### src/hdl/srdu_pkg.sv
// Shared types and constants of the segmented reduction unit.
`timescale 1ns / 1ps
package srdu_pkg;

   localparam int OP_W    = 3;
   localparam int LEN_W   = 16;
   localparam int CSR_W   = 16;
   localparam int CIDX_W  = 2;

   // Fold operations
   localparam logic [OP_W-1:0] OP_SUM  = 3'd0;
   localparam logic [OP_W-1:0] OP_MEAN = 3'd1;
   localparam logic [OP_W-1:0] OP_PROD = 3'd2;
   localparam logic [OP_W-1:0] OP_MAX  = 3'd3;
   localparam logic [OP_W-1:0] OP_MIN  = 3'd4;
   localparam logic [OP_W-1:0] OP_ANY  = 3'd5;

   // Configuration register indexes
   localparam logic [CIDX_W-1:0] CSR_OP_MODE        = 2'd0;
   localparam logic [CIDX_W-1:0] CSR_SEGMENT_LENGTH = 2'd1;
   localparam logic [CIDX_W-1:0] CSR_CHUNK_COUNT    = 2'd2;

   // Segment queue between front and back
   localparam int QUEUE_DEPTH = 4;
   localparam int QPTR_W      = 2;
   localparam int QCNT_W      = 3;

   typedef struct packed {
      logic [OP_W-1:0]  op_mode;
      logic [LEN_W-1:0] segment_length;
      logic [LEN_W-1:0] chunk_count;
   } cfg_type;

   typedef struct packed {
      logic             is_mean;
      logic [LEN_W-1:0] seg_len;
      logic             last;
   } seg_ctrl_type;

   typedef struct packed {
      logic full;
      logic empty;
   } q_status_type;

endpackage

### src/hdl/segmented_reduction_unit.sv
// Top level of the segmented reduction unit.
// Usage:
//   Elements enter on push/full (req_element_value); one is accepted at each
//   edge with push high and full low. Every segment_length elements form one
//   segment, folded by op_mode (sum, mean, product, max, min, any).
//   One request leaves per segment on empty/pop with rsp_reduced_value and
//   rsp_is_last_chunk, set on every chunk_count-th result. Configuration
//   is written over csr_valid/csr_ready (always ready) with csr_index and
//   csr_data; the user must do so only while the unit is idle (not enforced).
// Timing:
//   The front folds one element per cycle while full is low. A segment
//   result enters a four-deep queue at the edge that takes its last
//   element; the back moves a non-mean result from the queue into the
//   result register once that register is free. A mean runs a
//   one-bit-per-cycle restoring divider, then enters the result register;
//   the divider starts the next mean only after the last one has left it.
// Reset clears counters, queue and result register; registers return to
// sum, segment length 1 and chunk count 1. With pop held low the result
// register holds, the queue fills, and full rises only on an element that
// would close a segment while the queue is full.
`timescale 1ns / 1ps
module segmented_reduction_unit #(
   parameter int DATA_WIDTH = 32
) (
   input  logic                         clock,
   input  logic                         reset,
   input  logic                         push,
   output logic                         full,
   input  logic signed [DATA_WIDTH-1:0] req_element_value,
   output logic                         empty,
   input  logic                         pop,
   output logic signed [DATA_WIDTH-1:0] rsp_reduced_value,
   output logic                         rsp_is_last_chunk,
   input  logic                         csr_valid,
   output logic                         csr_ready,
   input  logic [srdu_pkg::CIDX_W-1:0]  csr_index,
   input  logic [srdu_pkg::CSR_W-1:0]   csr_data
);
   import srdu_pkg::*;

   localparam int ENTRY_W = DATA_WIDTH + $bits(seg_ctrl_type);

   cfg_type               cfg_ff, cfg_in;
   q_status_type          q_status;
   logic                  q_push, q_pop;
   logic [DATA_WIDTH-1:0] f_value, b_value, rsp_value;
   seg_ctrl_type          f_ctrl, b_ctrl;
   logic [ENTRY_W-1:0]    q_rd_data;

   assign csr_ready = 1'b1;

   always_comb begin
      cfg_in = cfg_ff;
      if (csr_valid) begin
         case (csr_index)
            CSR_OP_MODE:        cfg_in.op_mode        = csr_data[OP_W-1:0];
            CSR_SEGMENT_LENGTH: cfg_in.segment_length = csr_data[LEN_W-1:0];
            CSR_CHUNK_COUNT:    cfg_in.chunk_count    = csr_data[LEN_W-1:0];
            default: ;
         endcase
      end
   end

   always_ff @(posedge clock) begin
      if (reset) begin
         cfg_ff.op_mode        <= OP_SUM;
         cfg_ff.segment_length <= LEN_W'(1);
         cfg_ff.chunk_count    <= LEN_W'(1);
      end else begin
         cfg_ff <= cfg_in;
      end
   end

   srdu_front #(.DATA_WIDTH(DATA_WIDTH)) u_front (
      .clock    (clock),
      .reset    (reset),
      .cfg      (cfg_ff),
      .push     (push),
      .full     (full),
      .element  (req_element_value),
      .q_status (q_status),
      .q_push   (q_push),
      .q_value  (f_value),
      .q_ctrl   (f_ctrl)
   );

   srdu_queue #(.WIDTH(ENTRY_W)) u_queue (
      .clock   (clock),
      .reset   (reset),
      .wr_en   (q_push),
      .wr_data ({f_value, f_ctrl}),
      .rd_en   (q_pop),
      .rd_data (q_rd_data),
      .status  (q_status)
   );

   assign b_value = q_rd_data[ENTRY_W-1 -: DATA_WIDTH];
   assign b_ctrl  = q_rd_data[$bits(seg_ctrl_type)-1:0];

   srdu_back #(.DATA_WIDTH(DATA_WIDTH)) u_back (
      .clock     (clock),
      .reset     (reset),
      .q_status  (q_status),
      .q_pop     (q_pop),
      .q_value   (b_value),
      .q_ctrl    (b_ctrl),
      .pop       (pop),
      .empty     (empty),
      .rsp_value (rsp_value),
      .rsp_last  (rsp_is_last_chunk)
   );

   assign rsp_reduced_value = rsp_value;

   // full is only ever raised by a full queue
   a_full_needs_queue: assert property (@(posedge clock) disable iff (reset)
      full |-> q_status.full)
      else $error("full raised with room in the segment queue");

   a_no_overflow: assert property (@(posedge clock) disable iff (reset)
      !(q_push && q_status.full))
      else $error("segment queue overflow");

   a_no_underflow: assert property (@(posedge clock) disable iff (reset)
      !(q_pop && q_status.empty))
      else $error("segment queue underflow");

   // a non-mean segment goes straight into the result register
   a_direct_result: assert property (@(posedge clock) disable iff (reset)
      (q_pop && !b_ctrl.is_mean) |=> !empty)
      else $error("dequeued result did not reach the output");

endmodule

### src/hdl/srdu_front.sv
// Front end: takes elements, folds each segment and counts chunks.
`timescale 1ns / 1ps
module srdu_front #(
   parameter int DATA_WIDTH = 32
) (
   input  logic                     clock,
   input  logic                     reset,
   input  srdu_pkg::cfg_type        cfg,
   input  logic                     push,
   output logic                     full,
   input  logic [DATA_WIDTH-1:0]    element,
   input  srdu_pkg::q_status_type   q_status,
   output logic                     q_push,
   output logic [DATA_WIDTH-1:0]    q_value,
   output srdu_pkg::seg_ctrl_type   q_ctrl
);
   import srdu_pkg::*;

   logic [DATA_WIDTH-1:0] acc_ff, acc_in;
   logic [LEN_W-1:0]      elem_idx_ff, elem_idx_in;
   logic [LEN_W-1:0]      chunk_idx_ff, chunk_idx_in;
   logic [LEN_W-1:0]      len_eff, cnt_eff;
   logic                  seg_end, tensor_end, accept;
   logic [DATA_WIDTH-1:0] fold, prod;

   assign len_eff    = (cfg.segment_length == '0) ? LEN_W'(1) : cfg.segment_length;
   assign cnt_eff    = (cfg.chunk_count == '0) ? LEN_W'(1) : cfg.chunk_count;
   assign seg_end    = ({1'b0, elem_idx_ff} + 17'd1) >= {1'b0, len_eff};
   assign tensor_end = ({1'b0, chunk_idx_ff} + 17'd1) >= {1'b0, cnt_eff};

   // only an item that closes a segment needs room in the queue
   assign full   = seg_end & q_status.full;
   assign accept = push & ~full;

   assign prod = acc_ff * element;

   always_comb begin
      if (elem_idx_ff == '0) begin
         fold = element;
      end else begin
         case (cfg.op_mode)
            OP_PROD: fold = prod;
            OP_MAX:  fold = ($signed(element) > $signed(acc_ff)) ? element : acc_ff;
            OP_MIN:  fold = ($signed(acc_ff) > $signed(element)) ? element : acc_ff;
            OP_ANY:  fold = ((element != '0) || (acc_ff != '0)) ?
                            DATA_WIDTH'(1) : '0;
            default: fold = acc_ff + element;
         endcase
      end
   end

   always_comb begin
      acc_in       = acc_ff;
      elem_idx_in  = elem_idx_ff;
      chunk_idx_in = chunk_idx_ff;
      if (accept) begin
         acc_in = fold;
         if (seg_end) begin
            elem_idx_in  = '0;
            chunk_idx_in = tensor_end ? '0 : chunk_idx_ff + LEN_W'(1);
         end else begin
            elem_idx_in = elem_idx_ff + LEN_W'(1);
         end
      end
   end

   assign q_push         = accept & seg_end;
   assign q_value        = fold;
   assign q_ctrl.is_mean = (cfg.op_mode == OP_MEAN);
   assign q_ctrl.seg_len = len_eff;
   assign q_ctrl.last    = tensor_end;

   always_ff @(posedge clock) begin
      if (reset) begin
         acc_ff       <= '0;
         elem_idx_ff  <= '0;
         chunk_idx_ff <= '0;
      end else begin
         acc_ff       <= acc_in;
         elem_idx_ff  <= elem_idx_in;
         chunk_idx_ff <= chunk_idx_in;
      end
   end

endmodule

### src/hdl/srdu_queue.sv
// Short queue of finished segments between front and back.
`timescale 1ns / 1ps
module srdu_queue #(
   parameter int WIDTH = 50
) (
   input  logic                   clock,
   input  logic                   reset,
   input  logic                   wr_en,
   input  logic [WIDTH-1:0]       wr_data,
   input  logic                   rd_en,
   output logic [WIDTH-1:0]       rd_data,
   output srdu_pkg::q_status_type status
);
   import srdu_pkg::*;

   logic [WIDTH-1:0]  slot_ff [QUEUE_DEPTH];
   logic [QPTR_W-1:0] wr_ptr_ff, wr_ptr_in;
   logic [QPTR_W-1:0] rd_ptr_ff, rd_ptr_in;
   logic [QCNT_W-1:0] count_ff, count_in;

   assign status.full  = (count_ff == QCNT_W'(QUEUE_DEPTH));
   assign status.empty = (count_ff == '0);
   assign rd_data      = slot_ff[rd_ptr_ff];

   always_comb begin
      wr_ptr_in = wr_en ? wr_ptr_ff + QPTR_W'(1) : wr_ptr_ff;
      rd_ptr_in = rd_en ? rd_ptr_ff + QPTR_W'(1) : rd_ptr_ff;
      count_in  = count_ff + QCNT_W'(wr_en) - QCNT_W'(rd_en);
   end

   always_ff @(posedge clock) begin
      if (wr_en) begin
         slot_ff[wr_ptr_ff] <= wr_data;
      end
   end

   always_ff @(posedge clock) begin
      if (reset) begin
         wr_ptr_ff <= '0;
         rd_ptr_ff <= '0;
         count_ff  <= '0;
      end else begin
         wr_ptr_ff <= wr_ptr_in;
         rd_ptr_ff <= rd_ptr_in;
         count_ff  <= count_in;
      end
   end

endmodule

### src/hdl/srdu_back.sv
// Back end: serial divider for the mean and the result register.
`timescale 1ns / 1ps
module srdu_back #(
   parameter int DATA_WIDTH = 32
) (
   input  logic                   clock,
   input  logic                   reset,
   input  srdu_pkg::q_status_type q_status,
   output logic                   q_pop,
   input  logic [DATA_WIDTH-1:0]  q_value,
   input  srdu_pkg::seg_ctrl_type q_ctrl,
   input  logic                   pop,
   output logic                   empty,
   output logic [DATA_WIDTH-1:0]  rsp_value,
   output logic                   rsp_last
);
   import srdu_pkg::*;

   localparam int CNT_W = (DATA_WIDTH > 1) ? $clog2(DATA_WIDTH) : 1;

   typedef enum logic [2:0] {
      BK_IDLE = 3'b001,
      BK_DIV  = 3'b010,
      BK_DONE = 3'b100
   } back_state_type;

   back_state_type        state_ff, state_in;
   logic [DATA_WIDTH-1:0] quo_ff, quo_in;
   logic [LEN_W-1:0]      rem_ff, rem_in;
   logic [LEN_W-1:0]      div_len_ff, div_len_in;
   logic                  div_neg_ff, div_neg_in;
   logic                  div_last_ff, div_last_in;
   logic [CNT_W-1:0]      cnt_ff, cnt_in;
   logic                  out_valid_ff, out_valid_in;
   logic [DATA_WIDTH-1:0] out_value_ff, out_value_in;
   logic                  out_last_ff, out_last_in;
   logic                  slot_free;
   logic [LEN_W:0]        shifted, diff;
   logic                  ge;
   logic [DATA_WIDTH-1:0] mag;

   assign slot_free = ~out_valid_ff | pop;
   assign shifted   = {rem_ff, quo_ff[DATA_WIDTH-1]};
   assign ge        = shifted >= {1'b0, div_len_ff};
   assign diff      = shifted - {1'b0, div_len_ff};
   assign mag       = q_value[DATA_WIDTH-1] ? (~q_value + DATA_WIDTH'(1)) : q_value;

   always_comb begin
      state_in     = state_ff;
      quo_in       = quo_ff;
      rem_in       = rem_ff;
      div_len_in   = div_len_ff;
      div_neg_in   = div_neg_ff;
      div_last_in  = div_last_ff;
      cnt_in       = cnt_ff;
      out_value_in = out_value_ff;
      out_last_in  = out_last_ff;
      out_valid_in = out_valid_ff & ~pop;
      q_pop        = 1'b0;
      case (state_ff)
         BK_IDLE: begin
            if (!q_status.empty) begin
               if (q_ctrl.is_mean) begin
                  // start a restoring division of the magnitude
                  q_pop       = 1'b1;
                  quo_in      = mag;
                  rem_in      = '0;
                  div_len_in  = q_ctrl.seg_len;
                  div_neg_in  = q_value[DATA_WIDTH-1];
                  div_last_in = q_ctrl.last;
                  cnt_in      = CNT_W'(DATA_WIDTH - 1);
                  state_in    = BK_DIV;
               end else if (slot_free) begin
                  q_pop        = 1'b1;
                  out_valid_in = 1'b1;
                  out_value_in = q_value;
                  out_last_in  = q_ctrl.last;
               end
            end
         end
         BK_DIV: begin
            rem_in = ge ? diff[LEN_W-1:0] : shifted[LEN_W-1:0];
            quo_in = {quo_ff[DATA_WIDTH-2:0], ge};
            cnt_in = cnt_ff - CNT_W'(1);
            if (cnt_ff == '0) begin
               state_in = BK_DONE;
            end
         end
         BK_DONE: begin
            if (slot_free) begin
               out_valid_in = 1'b1;
               out_value_in = div_neg_ff ? (~quo_ff + DATA_WIDTH'(1)) : quo_ff;
               out_last_in  = div_last_ff;
               state_in     = BK_IDLE;
            end
         end
         default: begin
            state_in = BK_IDLE;
         end
      endcase
   end

   assign empty     = ~out_valid_ff;
   assign rsp_value = out_value_ff;
   assign rsp_last  = out_last_ff;

   always_ff @(posedge clock) begin
      quo_ff       <= quo_in;
      rem_ff       <= rem_in;
      div_len_ff   <= div_len_in;
      div_neg_ff   <= div_neg_in;
      div_last_ff  <= div_last_in;
      cnt_ff       <= cnt_in;
      out_value_ff <= out_value_in;
      out_last_ff  <= out_last_in;
   end

   always_ff @(posedge clock) begin
      if (reset) begin
         state_ff     <= BK_IDLE;
         out_valid_ff <= 1'b0;
      end else begin
         state_ff     <= state_in;
         out_valid_ff <= out_valid_in;
      end
   end

endmodule
### config.mk
export PLATFORM = sky130hd
export DESIGN_NAME = segmented_reduction_unit
export DESIGN_NICKNAME = d
export VERILOG_FILES = /design/src/hdl/srdu_pkg.sv /design/src/hdl/segmented_reduction_unit.sv /design/src/hdl/srdu_front.sv /design/src/hdl/srdu_queue.sv /design/src/hdl/srdu_back.sv
export SDC_FILE = /design/constraint.sdc
export NUM_CORES = 2
export LEC_CHECK = 0
export BUFFER_PORTS_ARGS = -buffer_cell sky130_fd_sc_hd__buf_2
export CORE_AREA = 2 2 251 253
export CTS_CLUSTER_SIZE = 16
export DETAILED_ROUTE_END_ITERATION = 8
export DIE_AREA = 0 0 253 255
export PLACE_DENSITY = 0.8
export SETUP_SLACK_MARGIN = 0.1
export SYNTH_ARGS = -nofsm -noshare
export SYNTH_HDL_FRONTEND = slang
export SYNTH_SLANG_ARGS = --single-unit
### constraint.sdc
create_clock -name clock -period 21.3 [get_ports clock]
set_input_delay 3.195 -clock clock [delete_from_list [all_inputs] [get_ports clock]]
set_output_delay 3.195 -clock clock [all_outputs]
set_load 0.005 [all_outputs]
# == Word-level counts from Yosys, hierarchy flattened ==
# Memories as Yosys holds them, arrays and structs flattened. A register that Yosys moved wholly into a read port is not among the register bits.
# Cells that the tools add are included.
# word_totals
regBits,214
latchBits,0
ram_bits,200
romBits,0
inputBits,55
n_memories,1
# classes
addsub,13
n_mul,1
div,0
n_lt_le_gt_ge,5
eq_ne,17
shift,0
muxes,48
n_bitwise,11
reduce_logical,19
# memory_table
name,depth,width,read_ports,rd_clocked_by_memory_dff,write_ports,line_no,rtl
u_queue.slot_ff,4,50,1,1,1,srdu_queue.sv:16,logic [WIDTH-1:0] slot_ff [QUEUE_DEPTH];
# op_table
cell,count
$mux 32,11
$pmux 32 s2,2
$pmux 32 s4,1
$mux 16,7
$add 32x1->32 const B,2
$gt 32x32->1,2
$not 32->32,2
$reduce_bool 32->1,2
$ge 17x16->1,3
$logic_not 16->1,3
$add 16x1->17 const B,2
$add 16x1->16 const B,2
$add 32x32->32,1
$mul 32x32->32,1
$pmux 16 s2,1
$sub 16x16->16,1
$mux 1,14
$eq 3x3->1 const B,4
$mux 3,4
$mux 5,2
$pmux 5 s2,1
$eq 3x2->1 const B,3
$pmux 3 s3,1
$reduce_and 2->1,4
other kinds (22),38

# == Longest topological paths before layout ==
# logic_depth
word_depth,9
ltp_mapped,30
mapped_depth_nobuf,28

# == Modules after synthesis ==
# From an unflattened synthesis, not the netlist that was laid out.
# unflattened
cells_unflattened,3913
area_unflattened_um2,39155.1
# modules_own_cells
mod,instances,cells_each,area_per_inst_um2,seq_area_each_um2
srdu_front,1,2813,23437.5,1281.2
srdu_queue,1,304,7711.1,6185.9
srdu_back,1,657,6533.8,3203.1
segmented_reduction_unit,1,139,1472.7,700.7

# == Least setup slack after synthesis ==
# Ideal clock, no wire load.
# synth_path
kind,in2reg
start,in req_element_value[4]
end,"mem u_queue.slot_ff[0][45], data pin"
setup_time_ps,266
arrival_time_ps,10035
t_required_ps,21034
path_slack_ps,10999
cell_stages,25
n_path_buf,2
cell_sequence,clkbuf_1 > clkbuf_1 > and2_1 > fa_1 > inv_1 > fa_1 > fa_1 > fa_1 > inv_1 > fa_1 > inv_1 > fa_1 > inv_1 > fa_1 > inv_1 > fa_1 > inv_1 > ha_1 > nand4_1 > a2111oi_0 > o21ai_0 > xnor2_1 > a221o_1 > a21oi_1 > nor3_1
# synth_via
elab_chain_len,4
# synth_rtl
item,line_no,rtl
from (decl),segmented_reduction_unit.sv:29,"input logic signed [DATA_WIDTH-1:0] req_element_value,"
branches (longest 2 deep; another with $mul 32x32->32),-,
$pmux 32 s4 (*),srdu_front.sv:41,case (cfg.op_mode)
$mux 32 (*),srdu_front.sv:38,if (elem_idx_ff == '0) begin
named net f_value[27],segmented_reduction_unit.sv:46,"logic [DATA_WIDTH-1:0] f_value, b_value, rsp_value;"
to (decl),srdu_queue.sv:16,
# Mark *: on every way through the listed nets, which the timed path passes.

# == Worst setup path after layout ==
# layout_path
start,in req_element_value[6]
end,"mem u_queue.slot_ff[1][45], data pin"
# The elaborated chain is that of the path after synthesis.

==> impl_metrics.py <==
metrics = {
    "synthesis": {
        "syn_area_sq_um": 38500,
        "synth.avg_cell_area_sq_um": 9.811,
        "yosys_most_used_dff": "edfxtp_1",
        "synthesis.nets": 4636,
        "synth_top_cell_area_share_pct": 23.71,
        "yosysMostFrequentCell": "inv_1",
        "synthArstFlopShare_pct": 0,
        "synth_cell_types": 78,
        "ys_ff_latch": 416,
        "yosys_warnings": 0,
        "synth.area.top_cells": "edfxtp_1 (24%), fa_1 (21%), ha_1 (8.0%), dfxtp_1 (5.8%), inv_1 (5.5%)",
        "ys_seq_area_share_pct": 29.54,
        "synth.top_cells.by_count": "inv_1 (560), nand2_1 (452), fa_1 (411)",
        "synth-edff-count": 304,
        "synth_cells": 3924,
        "yosysTopAreaCell": "edfxtp_1",
    },
    "sta": {
        "slew_headroom_pct": 11.62,
        "finalSetupViolCount": 0,
        "fin_skew_ps": 26.66,
        "hold_viol_final": 0,
        "finalCritPeriodShare_pct": 52.10,
        "worst_pin_slew_ps": 1322,
        "period_needed_ps": 11100,
        "fmax_ghz": 0.09012,
        "rsz0062_at_grt": "false",
        "drv_slew": 0,
        "finalSetupTns_ps": 0,
    },
    "die": {
        "die_area_sq_um": 64520,
        "initial_core_util_pct": 61.94,
        "die_x_um": 253,
        "core_area_sq_um": 62160,
        "ios": 91,
        "row_count": 92,
        "dieHeight_um": 255,
    },
    "cells_and_area": {
        "drive_gt1_share_pct": 7.419,
        "fin_nets": 4590,
        "fillCellCount": 4745,
        "syn_to_final_growth_pct": 6.139,
    },
    "detailed_routing": {
        "wl_per_cell_um": 21.34,
        "drc": 0,
        "wl_mm": 100.6,
        "vias_per_cell": 6.130,
        "drtIter0Drc": 2757,
        "ant_nets": 0,
        "route.vias.total": 28890,
        "drt_pass1_iterations": 8,
    },
    "global_routing": {
        "overflow": 0,
        "grt_pass1_vias": 29420,
        "grt_pass1_wl_mm": 161.0,
        "grt_max_degree": 94,
        "grt_usage_pct": 32.06,
        "antenna_found_initial": 1,
    },
    "placed_design": {
        "dp_hpwl_mm": 70.11,
        "io_buffers": 89,
        "gp_congestion": 0.9784,
    },
    "worst_setup_path": {
        "end_kind": "flop",
        "cp_slowest_cell": "a2111oi_1",
        "critPathKind": "in2reg",
        "slowest_delay_ps": 1100,
        "startpoint_type": "input pin",
        "r2r_setup_slack_ps": 12580,
        "crit_arrival_ps": 11420,
        "cp.required_ps": 21620,
        "crit_fanout": 29,
    },
    "clocking": {
        "cts_tree": "done",
        "htreeDepth": 2,
        "cts_setup_buffers": 0,
        "ctsResizeCount": 0,
        "clockBufferDepth": 3,
        "postCtsHoldBufs": 0,
        "path_clk_slew_ps": 60,
        "cts_buffers": 41,
        "cts.sinks": 416,
        "insertion_delay_ps": 580,
        "cts_root_buffer": "clkbuf_16",
    },
    "job": {
        "cap_violations": 0,
    },
    "outcome": {
        "status": "finished clean",
    },
    "hold_path": {
        "hold_path_class": "reg2reg",
    },
}
worst max-delay path, delay by kind of cell:
kind | cells | cell delay (ps)
buf+inv | 7 | 890
xor+xnor | 1 | 370
simple gates | 3 | 490
fa+ha+maj | 10 | 4320
compound gates | 6 | 2140
cell type report:
type / count / area, sq um / share of cell area [%]
Multi-Input combinational cell: 2728 / 24250 / 59.35
Inverter: 561 / 2106 / 5.153
Antenna cell: 4 / 10.01 / 0.02450
Tap cell: 799 / 999.7 / 2.446
Timing Repair Buffer: 130 / 753.2 / 1.843
Sequential cell: 416 / 11380 / 27.84
Clock buffer: 53 / 1132 / 2.771
Clock inverter: 21 / 232.7 / 0.5695
per-stage QoR:
step	cells	area, sq um	hold slack (ps)	util, %	worst slack [ps]
2_1_floorplan	3924	38500	442.5	-	11000
3_3_place_gp	4634	39490	457.0	63.53	10070
3_5_place_dp	4634	39490	462.1	63.53	9893
4_1_cts	4708	40850	470.9	65.72	10450
5_1_grt	4708	40850	496.3	65.72	9853
6_report	4712	40860	470.4	65.74	10200
routing by layer:
layer | vias up | global-route usage [%] | wire (um)
met5 | - | 0 | 0
met4 | 0 | 13.88 | 4763
met3 | 315 | 5.919 | 9083
met2 | 1439 | 52.86 | 47630
met1 | 14270 | 41.83 | 39080
li1 | 12860 | - | -
sequential cells by signal (all words and copies together) (netlist names), 5 cells and up, named ones only:
name and count:
cfg_ff 35, u_back.cnt_ff 5, u_back.div_len_ff 16, u_back.quo_ff 32, u_back.rem_ff 16, u_back.rsp_value 32, u_front.acc_ff 32, u_front.chunk_idx_ff 16
u_front.elem_idx_ff 16, u_queue.slot_ff 200
path summary, 6_finish.rpt:
kind | start | endpoint | depth (start not counted)
setup / recovery | req_element_value[6] | u_queue.slot_ff[1][45]$_DFFE_PP_ | 27
hold / removal | u_front.chunk_idx_ff[1]$_SDFFE_PP0P_ | u_front.chunk_idx_ff[1]$_SDFFE_PP0P_ | 2
setup reg to reg | u_front.acc_ff[15]$_SDFFE_PP0P_ | u_queue.slot_ff[1][45]$_DFFE_PP_ | 23
hold reg to reg | u_front.chunk_idx_ff[1]$_SDFFE_PP0P_ | u_front.chunk_idx_ff[1]$_SDFFE_PP0P_ | 2
kinds of logic after synthesis:
kind of cell             share of synthesized area (%)
other                                         0.009740
flip-flops                                       29.54
AND/OR/NAND/NOR                                  15.57
XOR/XNOR                                         4.722
AO/OA/AOI/OAI                                    9.737
adder cells (fa/ha/maj)                          29.37
multiplexers                                     3.422
buffers and inverters                            7.641
cells in the final DEF (no fill, tap or decap), types with 20 or more instances in the layout:
cell type and n:
a21o_1 20, a21oi_1 189, and2_1 294, buf_2 89, buf_4 41, clkbuf_16 42
dfxtp_1 110, edfxtp_1 304, fa_1 411, ha_1 246, inv_1 560, mux4_2 49
nand2_1 452, nand3_1 38, nand4_1 32, nor2_1 183, nor2b_1 34, nor3_1 32
nor4_1 32, o21ai_0 138, o31ai_1 28, xnor2_1 118, xor2_1 87
Power is not shown: default switching activity piles up to over one toggle a cycle in this logic, so the estimate is an artifact.
